--- config.mk ---
export PLATFORM = sky130hd
export DESIGN_NAME = link_setup_set_ua_retry
export DESIGN_NICKNAME = d
export VERILOG_FILES = /design/src/hdl/lsr_pkg.sv /design/src/hdl/lsr_front.sv /design/src/hdl/lsr_queue.sv /design/src/hdl/lsr_back.sv /design/src/hdl/link_setup_set_ua_retry.sv
export SDC_FILE = /design/constraint.sdc
export NUM_CORES = 1
export LEC_CHECK = 0
export ABC_AREA = 1
export BUFFER_PORTS_ARGS = -buffer_cell sky130_fd_sc_hd__buf_2
export CAP_MARGIN = 20
export CORE_UTILIZATION = 55
export CTS_BUF_LIST = sky130_fd_sc_hd__clkbuf_4 sky130_fd_sc_hd__clkbuf_8
export CTS_CLUSTER_SIZE = 12
export DETAILED_ROUTE_END_ITERATION = 16
export GPL_ROUTABILITY_DRIVEN = 0
export PLACE_DENSITY_LB_ADDON = 0.12
export SYNTH_ARGS = -nofsm -noshare
export SYNTH_HDL_FRONTEND = slang
export SYNTH_SLANG_ARGS = --single-unit
--- constraint.sdc ---
create_clock -name clk_i -period 5.6 [get_ports clk_i]
set_input_delay 0.84 -clock clk_i [delete_from_list [all_inputs] [get_ports clk_i]]
set_output_delay 0.84 -clock clk_i [all_outputs]
set_load 0.005 [all_outputs]
--- src/hdl/lsr_pkg.sv ---
// ----------------------------------------------------------------------------
// lsr_pkg
// Shared types and constants for the SET/UA link setup requester.
// ----------------------------------------------------------------------------
package lsr_pkg;

  localparam logic [7:0] FlagByte        = 8'h7e;
  localparam logic [15:0] TimeoutReset   = 16'd3;
  localparam logic [3:0] MaxAttemptsReset = 4'd3;
  localparam logic [7:0] AddressReset    = 8'h03;
  localparam logic [7:0] SetCtrlReset    = 8'h03;
  localparam logic [7:0] UaCtrlReset     = 8'h07;
  localparam int unsigned FrameLen       = 5;
  localparam int unsigned BeatIdxW       = $clog2(FrameLen);
  localparam int unsigned JobDepth       = 2;
  localparam int unsigned CfgAddrW       = 5;

  typedef enum logic [1:0] {
    CMD_START = 2'd0,
    CMD_BYTE  = 2'd1,
    CMD_TICK  = 2'd2,
    CMD_NONE  = 2'd3
  } lsr_cmd_e;

  typedef enum logic [1:0] {
    PH_IDLE = 2'd0,
    PH_WAIT = 2'd1,
    PH_CONN = 2'd2,
    PH_FAIL = 2'd3
  } lsr_phase_e;

  typedef enum logic [2:0] {
    PS_START = 3'd0,
    PS_FLAG  = 3'd1,
    PS_ADDR  = 3'd2,
    PS_CTRL  = 3'd3,
    PS_BCC   = 3'd4,
    PS_STOP  = 3'd5
  } lsr_ps_e;

  typedef enum logic [2:0] {
    REG_TIMEOUT  = 3'd0,
    REG_MAX_ATT  = 3'd1,
    REG_ADDRESS  = 3'd2,
    REG_SET_CTRL = 3'd3,
    REG_UA_CTRL  = 3'd4
  } lsr_reg_e;

  typedef struct packed {
    logic [15:0] timeout_ticks;
    logic [3:0]  max_attempts;
    logic [7:0]  address_byte;
    logic [7:0]  set_control;
    logic [7:0]  ua_control;
  } lsr_cfg_t;

  typedef struct packed {
    logic       frame;
    lsr_phase_e status;
  } lsr_job_t;

endpackage

--- src/hdl/lsr_front.sv ---
// ----------------------------------------------------------------------------
// lsr_front
// Accepts command beats, runs the link phase, timer and UA recognizer, and
// posts one job per beat to the result queue.
// ----------------------------------------------------------------------------
module lsr_front import lsr_pkg::*; (
  input  logic     clk_i,
  input  logic     rst_ni,
  input  lsr_cfg_t cfg_i,
  input  logic     in_valid_i,
  output logic     in_ready_o,
  input  logic [1:0] in_cmd_i,
  input  logic [7:0] in_byte_i,
  input  logic     job_full_i,
  output logic     job_push_o,
  output lsr_job_t job_o
);

  lsr_phase_e  phase_q, phase_d;
  lsr_ps_e     ps_q, ps_d, ps_rx;
  logic [15:0] ticks_q, ticks_d;
  logic [3:0]  att_q, att_d;
  logic [3:0]  limit;
  logic [7:0]  bcc;
  logic        accept;

  assign in_ready_o = !job_full_i;
  assign accept     = in_valid_i && in_ready_o;
  assign job_push_o = accept;
  assign limit      = (cfg_i.max_attempts == 4'd0) ? 4'd1 : cfg_i.max_attempts;
  assign bcc        = cfg_i.address_byte ^ cfg_i.ua_control;

  always_comb begin
    ps_rx = PS_START;
    unique case (ps_q)
      PS_START: ps_rx = (in_byte_i == FlagByte) ? PS_FLAG : PS_START;
      PS_FLAG: begin
        if (in_byte_i == cfg_i.address_byte) ps_rx = PS_ADDR;
        else ps_rx = (in_byte_i == FlagByte) ? PS_FLAG : PS_START;
      end
      PS_ADDR: begin
        if (in_byte_i == cfg_i.ua_control) ps_rx = PS_CTRL;
        else ps_rx = (in_byte_i == FlagByte) ? PS_FLAG : PS_START;
      end
      PS_CTRL: begin
        if (in_byte_i == bcc) ps_rx = PS_BCC;
        else ps_rx = (in_byte_i == FlagByte) ? PS_FLAG : PS_START;
      end
      PS_BCC:  ps_rx = (in_byte_i == FlagByte) ? PS_STOP : PS_START;
      PS_STOP: ps_rx = PS_STOP;
      default: ps_rx = PS_START;
    endcase
  end

  always_comb begin
    phase_d   = phase_q;
    ps_d      = ps_q;
    ticks_d   = ticks_q;
    att_d     = att_q;
    job_o.frame = 1'b0;
    if (accept) begin
      unique case (lsr_cmd_e'(in_cmd_i))
        CMD_START: begin
          att_d       = 4'd1;
          ticks_d     = cfg_i.timeout_ticks;
          ps_d        = PS_START;
          phase_d     = PH_WAIT;
          job_o.frame = 1'b1;
        end
        CMD_BYTE: begin
          if (phase_q == PH_WAIT) begin
            ps_d = ps_rx;
            if (ps_rx == PS_STOP) phase_d = PH_CONN;
          end
        end
        CMD_TICK: begin
          if (phase_q == PH_WAIT) begin
            if (ticks_q > 16'd1) begin
              ticks_d = ticks_q - 16'd1;
            end else if (att_q < limit) begin
              att_d       = att_q + 4'd1;
              ticks_d     = cfg_i.timeout_ticks;
              ps_d        = PS_START;
              job_o.frame = 1'b1;
            end else begin
              ticks_d = 16'd0;
              phase_d = PH_FAIL;
            end
          end
        end
        default: ;
      endcase
    end
    job_o.status = phase_d;
  end

  always_ff @(posedge clk_i or negedge rst_ni) begin
    if (!rst_ni) begin
      phase_q <= PH_IDLE;
      ps_q    <= PS_START;
      ticks_q <= 16'd0;
      att_q   <= 4'd0;
    end else begin
      phase_q <= phase_d;
      ps_q    <= ps_d;
      ticks_q <= ticks_d;
      att_q   <= att_d;
    end
  end

endmodule

--- src/hdl/lsr_queue.sv ---
// ----------------------------------------------------------------------------
// lsr_queue
// Short job queue between the command front and the beat generator.
// ----------------------------------------------------------------------------
module lsr_queue import lsr_pkg::*; (
  input  logic     clk_i,
  input  logic     rst_ni,
  input  logic     push_i,
  input  lsr_job_t job_i,
  output logic     full_o,
  input  logic     pop_i,
  output logic     valid_o,
  output lsr_job_t job_o
);

  localparam int unsigned PtrW = $clog2(JobDepth);
  localparam int unsigned CntW = $clog2(JobDepth + 1);

  lsr_job_t            slot_q [JobDepth];
  logic [PtrW-1:0]     wr_q, rd_q;
  logic [CntW-1:0]     cnt_q;
  logic                do_push, do_pop;

  assign full_o  = (cnt_q == CntW'(JobDepth));
  assign valid_o = (cnt_q != '0);
  assign job_o   = slot_q[rd_q];
  assign do_push = push_i && !full_o;
  assign do_pop  = pop_i && valid_o;

  always_ff @(posedge clk_i) begin
    if (do_push) slot_q[wr_q] <= job_i;
  end

  always_ff @(posedge clk_i or negedge rst_ni) begin
    if (!rst_ni) begin
      wr_q  <= '0;
      rd_q  <= '0;
      cnt_q <= '0;
    end else begin
      if (do_push) wr_q <= (wr_q == PtrW'(JobDepth - 1)) ? '0 : wr_q + 1'b1;
      if (do_pop)  rd_q <= (rd_q == PtrW'(JobDepth - 1)) ? '0 : rd_q + 1'b1;
      if (do_push && !do_pop)      cnt_q <= cnt_q + 1'b1;
      else if (do_pop && !do_push) cnt_q <= cnt_q - 1'b1;
    end
  end

endmodule

--- src/hdl/lsr_back.sv ---
// ----------------------------------------------------------------------------
// lsr_back
// Turns queued jobs into result beats: five SET bytes or one status beat.
// ----------------------------------------------------------------------------
module lsr_back import lsr_pkg::*; (
  input  logic        clk_i,
  input  logic        rst_ni,
  input  lsr_cfg_t    cfg_i,
  input  logic        job_valid_i,
  input  lsr_job_t    job_i,
  output logic        job_pop_o,
  output logic        out_valid_o,
  input  logic        out_ready_i,
  output logic [7:0]  out_byte_o,
  output logic        out_txv_o,
  output logic        out_last_o,
  output logic [1:0]  out_status_o
);

  logic                cur_valid_q, cur_valid_d;
  lsr_job_t            cur_q, cur_d;
  logic [BeatIdxW-1:0] idx_q, idx_d;
  logic                take, end_beat, load;

  assign take     = cur_valid_q && out_ready_i;
  assign end_beat = !cur_q.frame || (idx_q == BeatIdxW'(FrameLen - 1));
  assign load     = !cur_valid_q || (take && end_beat);
  assign job_pop_o = load && job_valid_i;

  always_comb begin
    cur_valid_d = cur_valid_q;
    cur_d       = cur_q;
    idx_d       = idx_q;
    if (load) begin
      cur_valid_d = job_valid_i;
      cur_d       = job_i;
      idx_d       = '0;
    end else if (take) begin
      idx_d = idx_q + 1'b1;
    end
  end

  always_ff @(posedge clk_i or negedge rst_ni) begin
    if (!rst_ni) begin
      cur_valid_q <= 1'b0;
      idx_q       <= '0;
    end else begin
      cur_valid_q <= cur_valid_d;
      idx_q       <= idx_d;
    end
  end

  always_ff @(posedge clk_i) begin
    cur_q <= cur_d;
  end

  always_comb begin
    out_byte_o = 8'd0;
    if (cur_q.frame) begin
      case (idx_q)
        BeatIdxW'(1): out_byte_o = cfg_i.address_byte;
        BeatIdxW'(2): out_byte_o = cfg_i.set_control;
        BeatIdxW'(3): out_byte_o = cfg_i.address_byte ^ cfg_i.set_control;
        default:      out_byte_o = FlagByte;
      endcase
    end
  end

  assign out_valid_o  = cur_valid_q;
  assign out_txv_o    = cur_q.frame;
  assign out_last_o   = end_beat;
  assign out_status_o = cur_q.status;

endmodule

--- src/hdl/link_setup_set_ua_retry.sv ---
// ----------------------------------------------------------------------------
// link_setup_set_ua_retry
// Requester side of a SET/UA link setup with timeout and resend.
// ----------------------------------------------------------------------------
// Command beats enter on s_axis: tuser is the command (start, received byte,
// timer tick), tdata the received byte. Result beats leave on m_axis: tdata
// holds the byte to send and the link status, tuser marks a SET frame byte,
// tlast closes the results of one command.
// A start, or a timeout with attempts left, yields five beats (the SET
// frame); every other command yields a single status beat.
// The front handles one command per cycle while the queue has room; its
// first result beat passes the queue, then the back end's job register.
// With m_axis ready, single-beat commands sustain one per cycle; a frame
// holds it for five beats, one per cycle, by the back end's beat counter.
// A two-entry job queue separates the two: while m_axis stalls, s_axis keeps
// taking commands until the queue fills, then drops tready.
// Reset clears the phase to idle, the timer and attempt count to zero and
// the registers to their defaults. Registers are written over APB at 4*i.
// ----------------------------------------------------------------------------
module link_setup_set_ua_retry import lsr_pkg::*; (
  input  logic                clk_i,
  input  logic                rst_ni,
  input  logic                s_axis_tvalid_i,
  output logic                s_axis_tready_o,
  input  logic [7:0]          s_axis_tdata_i,  // [7:0] rx_byte
  input  logic [1:0]          s_axis_tuser_i,  // [1:0] cmd
  output logic                m_axis_tvalid_o,
  input  logic                m_axis_tready_i,
  output logic [15:0]         m_axis_tdata_o,  // [7:0] tx_byte, [9:8] status
  output logic                m_axis_tuser_o,  // [0] tx_valid
  output logic                m_axis_tlast_o,
  input  logic                psel,
  input  logic                penable,
  input  logic                pwrite,
  input  logic [CfgAddrW-1:0] paddr,
  input  logic [31:0]         pwdata,
  output logic [31:0]         prdata,
  output logic                pready
);

  lsr_cfg_t   cfg_q;
  lsr_job_t   push_job, head_job;
  logic       push, full, pop, head_valid;
  logic [7:0] tx_byte;
  logic [1:0] status;
  logic       wr_en;
  lsr_reg_e   reg_sel;

  assign pready  = 1'b1;
  assign wr_en   = psel && penable && pwrite && pready;
  assign reg_sel = lsr_reg_e'(paddr[CfgAddrW-1:2]);

  always_ff @(posedge clk_i or negedge rst_ni) begin
    if (!rst_ni) begin
      cfg_q.timeout_ticks <= TimeoutReset;
      cfg_q.max_attempts  <= MaxAttemptsReset;
      cfg_q.address_byte  <= AddressReset;
      cfg_q.set_control   <= SetCtrlReset;
      cfg_q.ua_control    <= UaCtrlReset;
    end else if (wr_en) begin
      unique case (reg_sel)
        REG_TIMEOUT:  cfg_q.timeout_ticks <= pwdata[15:0];
        REG_MAX_ATT:  cfg_q.max_attempts  <= pwdata[3:0];
        REG_ADDRESS:  cfg_q.address_byte  <= pwdata[7:0];
        REG_SET_CTRL: cfg_q.set_control   <= pwdata[7:0];
        REG_UA_CTRL:  cfg_q.ua_control    <= pwdata[7:0];
        default: ;
      endcase
    end
  end

  always_comb begin
    unique case (reg_sel)
      REG_TIMEOUT:  prdata = {16'd0, cfg_q.timeout_ticks};
      REG_MAX_ATT:  prdata = {28'd0, cfg_q.max_attempts};
      REG_ADDRESS:  prdata = {24'd0, cfg_q.address_byte};
      REG_SET_CTRL: prdata = {24'd0, cfg_q.set_control};
      REG_UA_CTRL:  prdata = {24'd0, cfg_q.ua_control};
      default:      prdata = 32'd0;
    endcase
  end

  lsr_front u_front (
    .clk_i      (clk_i),
    .rst_ni     (rst_ni),
    .cfg_i      (cfg_q),
    .in_valid_i (s_axis_tvalid_i),
    .in_ready_o (s_axis_tready_o),
    .in_cmd_i   (s_axis_tuser_i),
    .in_byte_i  (s_axis_tdata_i),
    .job_full_i (full),
    .job_push_o (push),
    .job_o      (push_job)
  );

  lsr_queue u_queue (
    .clk_i   (clk_i),
    .rst_ni  (rst_ni),
    .push_i  (push),
    .job_i   (push_job),
    .full_o  (full),
    .pop_i   (pop),
    .valid_o (head_valid),
    .job_o   (head_job)
  );

  lsr_back u_back (
    .clk_i        (clk_i),
    .rst_ni       (rst_ni),
    .cfg_i        (cfg_q),
    .job_valid_i  (head_valid),
    .job_i        (head_job),
    .job_pop_o    (pop),
    .out_valid_o  (m_axis_tvalid_o),
    .out_ready_i  (m_axis_tready_i),
    .out_byte_o   (tx_byte),
    .out_txv_o    (m_axis_tuser_o),
    .out_last_o   (m_axis_tlast_o),
    .out_status_o (status)
  );

  assign m_axis_tdata_o = {6'd0, status, tx_byte};

endmodule

==> out/qor.yml <==
timing:
  clock_skew_ps: 12.40
  rsz0062_at_grt: "no"
  max_freq_ghz: 0.3273
  finalSetupViolations: 0
  fin_crit_ps: 3056
  worst_pin_slew_ps: 989.0
  final-hold-violation-count: 0
  tns_ps: 0
  slew_violations: 0
  fin_hold_ws_ps: 495.1
  min_period_over_period_pct: 54.56
  relSlewSlack_pct: 34.07
routing:
  dr_wl_met2_um: 6631
  via_count: 5360
  wl_um: 14330
  drt_iter0_markers: 410
  drcViolationCount: 0
  drtAntennaViolNets: 0
  wl_met3_um: 934
  wl_met1_um: 6343
  first_pass_iters: 5
  wl_per_cell_um: 14.41
  drt-vias-per-instance: 5.387
  highest-signal-layer: "met4"
synthesis:
  ys_seq_elements: 86
  synth-seq-area-share_pct: 38.61
  mappedNetlistArea_sq_um: 5727
  syn_avg_cell_area_sq_um: 7.176
  ys_types: 43
  syn_inst: 798
  yosysWarnings: 0
floorplan:
  fp.dieH_um: 104.0
  die_w_um: 104.0
  die_area_sq_um: 10820
  fp-row-count: 36
  start_util_pct: 57.53
  io_pins: 107
  coreArea_sq_um: 9955
setup_path:
  path_depth: 5
  cp_cell_sequence: "buf_2 > nor2_1 > nand2_1 > o21ai_0 > buf_2"
  cpPeakStageDelay_ps: 450
  cp_max_fo: 16
  cp_common_cell: "buf_2"
  path_class: "in2out"
  worstPathRequired_ps: 4760
  startpoint_type: "input port"
  worstPathArrival_ps: 2220
  rr_worst_depth: 9
  critPathBufInv: 2
  timing.critical_path.max_delay_family: "simple AND/OR/NAND/NOR gates"
  crit_path_end_kind: "output port"
  cp_slowest_cell: "o21ai_0"
placed_design:
  dpl_cell_area_sq_um: 6026
  dp_hpwl_um: 10710
  io_buffers: 65
global_routing:
  antenna_found_initial: 0
  track_usage_pct: 28.05
  grt_pass1_vias: 5102
  grt_max_degree: 78
  grt_pass1_wl_um: 24490
  grt_overflow: 0
power:
  power_switching_mw: 1.086
  pwr-share-seq_pct: 40.7
  clock_power_share_pct: 19.5
  p_leak_nw: 3.139
  netSwitchingFraction_pct: 42.42
  intPower_mw: 1.474
  p_per_area_nw_per_um2: 408.5
  p_comb_share_pct: 39.8
  vdd_drop_max_mv: 0.1833
clock_network:
  cts_buffer_depth: 2
  insertion_delay_ps: 350
  cts-root-buf: "clkbuf_8"
  cts_resized: 0
  clk_pin_slew_worst_paths_ps: 90
  clock-sinks: 86
  cts_tree: "built"
  postCtsHoldBufs: 0
  cts_max_level: 3
  cts-buffers-inserted: 9
  cts_setup_buffers: 0
final_layout:
  fin_area_sq_um: 6265
  n_antenna_cell: 0
  multi_input_area_sq_um: 2973
  drive_gt1_share_pct: 15.78
  flow.area_growth_from_synthesis_pct: 9.395
  nNetsFinal: 923
  seqCellArea_sq_um: 2211
  utilization_pct: 62.93
  fill_cells: 945
min_path:
  whs_path_depth: 2
  hp-class: "reg2reg"
outcome:
  status: "completed"
job:
  maxCapViolCount: 0
[cell usage after synthesis]
| master | instances | share of area [%] |
|---|---|---|
| a21oi_2 | 6 | 0.92 |
| nor3_4 | 3 | 0.85 |
| o21ai_0 | 71 | 6.2 |
| nor3_2 | 2 | 0.35 |
| o21ai_2 | 2 | 0.31 |
| o21ai_1 | 11 | 0.96 |
| ha_1 | 12 | 2.6 |
| nand4_1 | 3 | 0.33 |
| nand3b_1 | 1 | 0.13 |
| inv_4 | 1 | 0.11 |
| dfrtp_1 | 66 | 29 |
| nor2_1 | 74 | 4.9 |
| nand3_1 | 40 | 3.5 |
| or2_4 | 1 | 0.15 |
| dfstp_2 | 11 | 5.0 |
| nor2_4 | 7 | 1.4 |
| a211oi_2 | 1 | 0.22 |
| nand2_2 | 9 | 0.98 |
| xnor2_1 | 11 | 1.7 |
| buf_1 | 1 | 0.065 |
| a221oi_1 | 8 | 1.2 |
| a21oi_1 | 39 | 3.4 |
| o211ai_1 | 1 | 0.13 |
| and3_1 | 1 | 0.11 |
| and2_1 | 1 | 0.11 |
| clkbuf_8 | 1 | 0.24 |
| nand3_4 | 1 | 0.31 |
| nand2_1 | 250 | 16 |
| or2_2 | 1 | 0.11 |
| inv_2 | 6 | 0.39 |
| buf_2 | 7 | 0.61 |
| edfxtp_1 | 9 | 4.7 |
| nor3_1 | 4 | 0.35 |
| inv_1 | 85 | 5.6 |
| buf_6 | 3 | 0.59 |
| buf_4 | 23 | 3.0 |
| nand2_4 | 1 | 0.20 |
| clkbuf_1 | 4 | 0.26 |
| nor3b_1 | 1 | 0.13 |
| o22ai_1 | 3 | 0.33 |
| conb_1 | 2 | 0.13 |
| nand3_2 | 2 | 0.35 |
| xor2_1 | 12 | 1.8 |
[power groups by stage]
| stage | Sequential, mW | Combinational, mW | Clock [mW] |
|---|---|---|---|
| after global routing | 1.07 | 1.17 | 0.531 |
| after CTS | 1.04 | 1.02 | 0.502 |
| after global placement | 1.04 | 0.978 | 0 |
| final | 1.04 | 1.02 | 0.500 |
| after detailed placement | 1.05 | 1.01 | 0 |
| after floorplan | 0.987 | 0.784 | 0 |
[placed cells by master, fill, tap and decap left out, types with 2 or more instances in the layout]
cell | netlist | routed
nand2_2 | 9 | 9
o21ai_0 | 71 | 71
a21oi_1 | 39 | 39
o21ai_2 | 2 | 2
clkinvlp_4 | 0 | 2
nor3_4 | 3 | 3
dfrtp_1 | 66 | 66
a221oi_1 | 8 | 8
conb_1 | 2 | 23
inv_1 | 85 | 85
edfxtp_1 | 9 | 9
bufinv_16 | 0 | 2
nand2_1 | 250 | 250
ha_1 | 12 | 12
a21oi_2 | 6 | 6
o22ai_1 | 3 | 3
clkbuf_8 | 1 | 9
inv_6 | 0 | 2
xor2_1 | 12 | 12
o21ai_1 | 11 | 11
buf_2 | 7 | 64
nand4_1 | 3 | 3
nor2_1 | 74 | 74
dfstp_2 | 11 | 11
inv_2 | 6 | 6
nor3_2 | 2 | 2
nand3_1 | 40 | 40
nor2_4 | 7 | 7
nand3_2 | 2 | 2
nor3_1 | 4 | 4
xnor2_1 | 11 | 11
[cell type report]
type | instances | area share (%)
multi-input combinational | 602 | 47.45
clock buffer | 10 | 2.097
inverter | 92 | 5.552
timing repair buffer | 66 | 5.472
sequential | 86 | 35.29
tap | 133 | 2.656
clock inverter | 6 | 1.478
[routing by layer]
| layer | vias to the layer above | track usage (%) |
|---|---|---|
| li1 | 2631 | - |
| met1 | 2493 | 37.94 |
| met2 | 204 | 44.33 |
| met3 | 32 | 5.201 |
| met4 | 0 | 11.63 |
| met5 | - | 0 |
[sequential cells by signal, summed over array words and instances, names as in the netlist]
name,flops
u_back.out_valid_o,1
cfg_q,44
u_front.phase_q,2
u_queue.slot_q,6
u_queue.rd_q,1
u_back.idx_q,3
u_front.att_q,4
u_back.out_status_o,2
u_queue.wr_q,1
u_back.out_txv_o,1
u_front.ps_q,3
u_queue.cnt_q,2
u_front.ticks_q,16
[worst paths after layout]
kind	end	start	slack, ps
worst min register to register	cfg_q[29]	cfg_q[29]	500
worst max register to register	u_queue.cnt_q[1]	u_back.idx_q[0]	3300
min in group asynchronous	u_front.ps_q[1]	rst_ni	600
max in group asynchronous	cfg_q[36]	rst_ni	4310
worst max-delay path	prdata[3]	paddr[3]	2540
worst min-delay path	cfg_q[29]	cfg_q[29]	500
[tightest hold or removal path, cell delays in order (launching register included)]
cell and delay [ps]:
dfstp_2 380, nand2_1 50, o21ai_0 70
[metrics by stage]
| stage | instances | setup WS, ps | total power [mW] |
|---|---|---|---|
| 6_report | 995 | 2544 | 2.559 |
| 5_1_grt | 995 | 2432 | 2.770 |
| 4_1_cts | 994 | 2586 | 2.559 |
| 3_5_place_dp | 978 | 2592 | 2.059 |
| 3_3_place_gp | 978 | 2670 | 2.018 |
| 2_1_floorplan | 819 | 3246 | 1.771 |
[cells by family after synthesis]
family	after synthesis	share of synthesized area (%)
DFF	86	38.61
adders and majority gates	12	2.622
AOI/OAI and AO/OA	142	13.70
xor gates and xnor gates	23	3.518
buffers and inverters	131	10.86
other	2	0.1311
and+or+nand+nor	402	30.57
No activity file was read; power rests on OpenSTA's default activity.
